===== src/hdl/ogh_pkg.sv =====
// Shared types and constants of the occupancy grid hit counter.
// No dependencies; compiled first.
package ogh_pkg;

	localparam int COORD_W = 24;   // signed Q16.8 metres
	localparam int RES_W   = 16;   // unsigned Q8.8 cells per metre
	localparam int FRAC_W  = 16;   // fraction bits of coord * resolution
	localparam int PROD_W  = COORD_W + RES_W;
	localparam int QUO_W   = PROD_W - FRAC_W;
	localparam int SIZE_W  = 10;   // columns/rows in use, query coordinates
	localparam int MAX_SIZE = (1 << SIZE_W) - 1;
	localparam int THR_W   = 16;
	localparam int COST_W  = 17;
	localparam int POS_W   = 11;
	localparam int REG_IDX_W = 3;
	localparam int CFG_DATA_W = 16;

	localparam int NB_COUNT = 8;
	localparam int NB_W = 3;
	localparam logic [NB_W-1:0] NB_LAST = NB_W'(NB_COUNT - 1);

	// neighbour offsets, clockwise from upper-left
	localparam logic signed [1:0] NB_DCOL [NB_COUNT] =
		'{-2'sd1, 2'sd0, 2'sd1, 2'sd1, 2'sd1, 2'sd0, -2'sd1, -2'sd1};
	localparam logic signed [1:0] NB_DROW [NB_COUNT] =
		'{-2'sd1, -2'sd1, -2'sd1, 2'sd0, 2'sd1, 2'sd1, 2'sd1, 2'sd0};

	// configuration register indexes
	localparam logic [REG_IDX_W-1:0] REG_AUTO_ENABLE   = 3'd0;
	localparam logic [REG_IDX_W-1:0] REG_HIT_THRESHOLD = 3'd1;
	localparam logic [REG_IDX_W-1:0] REG_INV_RES       = 3'd2;
	localparam logic [REG_IDX_W-1:0] REG_COLUMNS       = 3'd3;
	localparam logic [REG_IDX_W-1:0] REG_ROWS          = 3'd4;

	localparam logic              RST_AUTO_ENABLE   = 1'b0;
	localparam logic [THR_W-1:0]  RST_HIT_THRESHOLD = 16'd200;
	localparam logic [RES_W-1:0]  RST_INV_RES       = 16'd1280;
	localparam logic [SIZE_W-1:0] RST_COLUMNS       = 10'd500;
	localparam logic [SIZE_W-1:0] RST_ROWS          = 10'd500;

	localparam logic KIND_POINT = 1'b0;
	localparam logic KIND_QUERY = 1'b1;

	// one scaled axis: cell index and whether it lies inside the grid
	typedef struct packed {
		logic              hit;
		logic [SIZE_W-1:0] idx;
	} axis_t;

	typedef enum logic [2:0] {
		S_IDLE,
		S_RANGE,
		S_LOOKUP,
		S_UPDATE,
		S_QCHECK,
		S_NREAD,
		S_NSEND
	} state_t;

endpackage


===== src/hdl/ogh_scale.sv =====
// Scales one signed Q16.8 coordinate by the Q8.8 resolution into a cell index,
// truncating toward zero, and tests it against the size in use. Depends on ogh_pkg.
module ogh_scale (
	input  logic                               clk,
	input  logic                               load,
	input  logic signed [ogh_pkg::COORD_W-1:0] coord,
	input  logic [ogh_pkg::RES_W-1:0]          inv_res,
	input  logic [ogh_pkg::SIZE_W-1:0]         limit,
	output ogh_pkg::axis_t                     axis_s2
);
	import ogh_pkg::*;

	logic signed [PROD_W-1:0] product_s1;
	logic                     neg;
	logic [PROD_W-1:0]        mag;
	logic [QUO_W-1:0]         quo;
	logic                     hit;

	always_ff @(posedge clk) begin
		if (load) begin
			product_s1 <= PROD_W'(coord) * PROD_W'($signed({1'b0, inv_res}));
		end
	end

	// A negative product only lands inside when it truncates to zero.
	always_comb begin
		neg = product_s1[PROD_W-1];
		mag = neg ? PROD_W'(-product_s1) : PROD_W'(product_s1);
		quo = mag[PROD_W-1:FRAC_W];
		hit = (!neg || quo == '0) && (quo < QUO_W'(limit));
	end

	always_ff @(posedge clk) begin
		axis_s2.hit <= hit;
		axis_s2.idx <= quo[SIZE_W-1:0];
	end

endmodule

===== config.mk =====
export PLATFORM = sky130hd
export DESIGN_NAME = ogh_scale
export DESIGN_NICKNAME = d
export VERILOG_FILES = /design/src/hdl/ogh_pkg.sv /design/src/hdl/ogh_scale.sv
export SDC_FILE = /design/constraint.sdc
export NUM_CORES = 1
export LEC_CHECK = 0
export BUFFER_PORTS_ARGS = -buffer_cell sky130_fd_sc_hd__buf_2
export CAP_MARGIN = 30
export CORE_MARGIN = 4
export CORE_UTILIZATION = 50
export DETAILED_ROUTE_END_ITERATION = 8
export PLACE_DENSITY_LB_ADDON = 0.05
export SYNTH_ARGS = -nofsm -noshare
export SYNTH_HDL_FRONTEND = slang
export SYNTH_SLANG_ARGS = --single-unit

===== constraint.sdc =====
create_clock -name clk -period 8.32 [get_ports clk]
set_clock_uncertainty 0.05 [all_clocks]
set_input_delay 0.832 -clock clk [delete_from_list [all_inputs] [get_ports clk]]
set_output_delay 0.832 -clock clk [all_outputs]
set_load 0.03 [all_outputs]

==> impl_metrics.json <==
{
  "critical_path_arrival_ps": 7060,
  "boundaryPins": 63,
  "setup_violations": 0,
  "drv.max_cap_violation_count": 0,
  "yosys-mux-area-fraction_pct": 0.328,
  "synthSimpleGateAreaFrac_pct": 15.4,
  "critical_path.most_common_cell": "sky130_fd_sc_hd__fa_1",
  "final.period_utilization_pct": 85.0,
  "warnings_from_yosys": 0,
  "synth_top_family_by_area": "adder cells",
  "globalplace.congestion": 0.849,
  "core_region_area_mm2": 0.0316,
  "synth-compound-area-share_pct": 5.26,
  "final_layout_size_suffix_gt1_share_pct": 4.42,
  "number_of_antenna_violations_at_the_first_check_in_global_routing": 0,
  "clockRootBuffer": "sky130_fd_sc_hd__clkbuf_16",
  "hold_buffers": 0,
  "clock_sink_count": 51,
  "route.final.wire_length_um": 39100,
  "relSlewSlack_pct": 40.8,
  "route.vias.total": 11300,
  "drcViolationCount": 0,
  "fmaxAchievable_mhz": 141,
  "final-hold-violation-count": 0,
  "cts_tree": "built",
  "final_common_cell": "sky130_fd_sc_hd__inv_1",
  "fillerInstances": 3112,
  "cpPeakStageDelay_ps": 550,
  "ys_seq_area_share_pct": 8.87,
  "crit_required_ps": 8310,
  "worstHoldPathType": "reg -> reg",
  "unrepaired_setup_endpoints_after_global_routing": "false",
  "die_height_um": 187,
  "tightest_slew_ps": 888,
  "crit_path_top_delay_cell": "sky130_fd_sc_hd__fa_1",
  "signed_area_change_from_the_synthesized_netlist_to_the_final_layout_pct": 4.54,
  "fp.dieW_um": 187,
  "grt_usage_pct": 23.7,
  "timing.setup.tns_ps": 0,
  "grt_first_pass_wirelength_um": 66700,
  "critical_path.startpoint_type": "input pin",
  "grt_start_max_net_pins": 41,
  "clk-insertion-delay-late_ps": 290,
  "syn-instance-count": 1754,
  "design.die.area_mm2": 0.0350,
  "detailed_place_hpwl_um": 30900,
  "finalInstanceArea_mm2": 0.0168,
  "dominantRegCellSynth": "sky130_fd_sc_hd__edfxtp_1",
  "critical_path.cell_chain": "buf_2, nand2_1, fa_1, fa_1, fa_1, inv_1, fa_1, fa_1, inv_1, fa_1, inv_1, ha_1, nand2_1, a211oi_1, o21a_1, o21ai_1, o31ai_1, a32oi_1, and2_1, o31ai_1, xor2_1",
  "synth_edf_count": 40,
  "synthesis.area_per_instance_um2": 9.14,
  "first_global_vias": 12800,
  "finalMaxSlewViolations": 0,
  "nNetsFinal": 2293,
  "ys_ff_latch": 51,
  "run_status": "complete, no violations",
  "path_delay_family": "adder cells",
  "clk_pin_slew_ps": 70,
  "cp_max_fo": 24,
  "cts_made_buffers": 5,
  "syn_nets": 2285,
  "postCtsSetupBuffers": 0,
  "fraction_of_registers_with_async_set_reset_pct": 0,
  "minimum_clock_period_ps": 7070,
  "path_buf_inv": 4,
  "clock_tree.buffer_depth": 2,
  "globalRoute.totalOverflow": 0,
  "routed_wire_length_per_instance_um": 18.0,
  "layout_common_cells": "sky130_fd_sc_hd__inv_1, sky130_fd_sc_hd__fa_1, sky130_fd_sc_hd__nand2_1",
  "pre_antenna_drt_iters": 5,
  "timing.setup.critical_path_class": "in -> reg",
  "syn_area_mm2": 0.0160,
  "antenna_cells": 0,
  "arithmetic_cell_share_of_the_synthesized_area_counting_full_adders_half_adders_and_majority_gates_pct": 54.8,
  "postPlaceCellArea_mm2": 0.0166,
  "ctsHtreeMaxLevel": 2,
  "resized_cells_post_cts": 0,
  "synthXorXnorAreaFrac_pct": 3.01,
  "placement.io_buffers": 62,
  "drt.antenna.violating_nets": 0,
  "routed_via_density": 5.22,
  "floorplan.initialDensity_pct": 50.8,
  "endpoint_kind": "flop",
  "yosysUniqueCellTypes": 61,
  "fp-row-count": 65,
  "detailedRoute.firstIterationViolations": 534
}
cells by family (layout without fill, tap and decap cells):
kind of cell,count (synthesis),in the layout
buffers and inverters,526,535
AND/OR/NAND/NOR,505,505
adder cells (fa/ha/maj),479,479
AO/OA/AOI/OAI,133,133
XOR/XNOR,55,55
flip-flops,51,51
multiplexers,5,5
per-layer routing:
metal | global-route usage [%] | wire length (um)
met5 | 0 | 0
met3 | 2.28 | 1780
met4 | 4.21 | 807
met1 | 30.5 | 15900
met2 | 44.1 | 20600
registers in the layout, summed over array words and instances, names as in the netlist:
name and count:
product_s1 40, axis_s2 11
cell usage after synthesis (2+ instances only):
library cell,number,area share [%]
sky130_fd_sc_hd__o31a_1,2,0.11
sky130_fd_sc_hd__nor3b_1,2,0.094
sky130_fd_sc_hd__clkbuf_1,59,1.4
sky130_fd_sc_hd__nand2b_1,9,0.35
sky130_fd_sc_hd__o21bai_1,2,0.094
sky130_fd_sc_hd__a21o_1,13,0.61
sky130_fd_sc_hd__nor2_1,25,0.59
sky130_fd_sc_hd__o21ai_0,30,0.94
sky130_fd_sc_hd__o21a_1,9,0.42
sky130_fd_sc_hd__o221ai_1,2,0.11
sky130_fd_sc_hd__nand2_1,262,6.1
sky130_fd_sc_hd__a32oi_1,2,0.11
sky130_fd_sc_hd__a211oi_1,3,0.14
sky130_fd_sc_hd__fa_1,372,46
sky130_fd_sc_hd__dfxtp_1,11,1.4
sky130_fd_sc_hd__o211ai_1,4,0.19
sky130_fd_sc_hd__nand3_1,6,0.19
sky130_fd_sc_hd__a311o_1,2,0.12
sky130_fd_sc_hd__nor3_1,10,0.31
sky130_fd_sc_hd__xnor2_1,37,2.0
sky130_fd_sc_hd__or4_4,3,0.21
sky130_fd_sc_hd__a21oi_1,41,1.3
sky130_fd_sc_hd__edfxtp_1,40,7.5
sky130_fd_sc_hd__mux2i_1,3,0.19
sky130_fd_sc_hd__a41oi_1,2,0.11
sky130_fd_sc_hd__and2_1,155,6.1
sky130_fd_sc_hd__inv_1,465,11
sky130_fd_sc_hd__o21ai_1,2,0.062
sky130_fd_sc_hd__or3_1,4,0.16
sky130_fd_sc_hd__nor2b_1,4,0.16
sky130_fd_sc_hd__o31ai_1,3,0.14
sky130_fd_sc_hd__xor2_1,18,0.98
sky130_fd_sc_hd__ha_1,107,8.4
sky130_fd_sc_hd__and3_1,2,0.078
sky130_fd_sc_hd__nand4_1,6,0.23
sky130_fd_sc_hd__and4_1,2,0.11
sky130_fd_sc_hd__a31oi_1,5,0.20
sky130_fd_sc_hd__nor4_1,7,0.27
cell type report:
class	instances	area [um^2]	area share, %
inverters	465	1750	10.4
well taps	402	503	3.00
multi-input cells	1177	12600	75.4
flip-flops and latches	51	1420	8.48
clock buffers	7	143	0.851
clock inverters	1	5.00	0.0299
repair buffers	62	310	1.85
path summary, 6_finish.rpt:
path                            slack, ps  depth (start not counted)                     start                        to
worst min-delay path                  510                          1  product_s1[25]$_DFFE_PP_        axis_s2[9]$_DFF_P_
worst min register to register        510                          1  product_s1[25]$_DFFE_PP_        axis_s2[9]$_DFF_P_
worst max register to register       4500                         12  product_s1[20]$_DFFE_PP_       axis_s2[10]$_DFF_P_
worst max-delay path                 1250                         21                inv_res[2]  product_s1[38]$_DFFE_PP_
metrics by stage:
stage	hold slack, ps	cells	setup WS (ps)	util (%)
2_1_floorplan	437	1754	1810	-
3_3_place_gp	517	2157	971	52.6
3_5_place_dp	504	2157	1000	52.6
4_1_cts	518	2165	1290	53.1
5_1_grt	532	2165	941	53.1
6_report	510	2165	1250	53.1
Power is left out: the tool's default activity adds up to more than one toggle a clock period on the data nets, which glitch-free logic cannot reach.
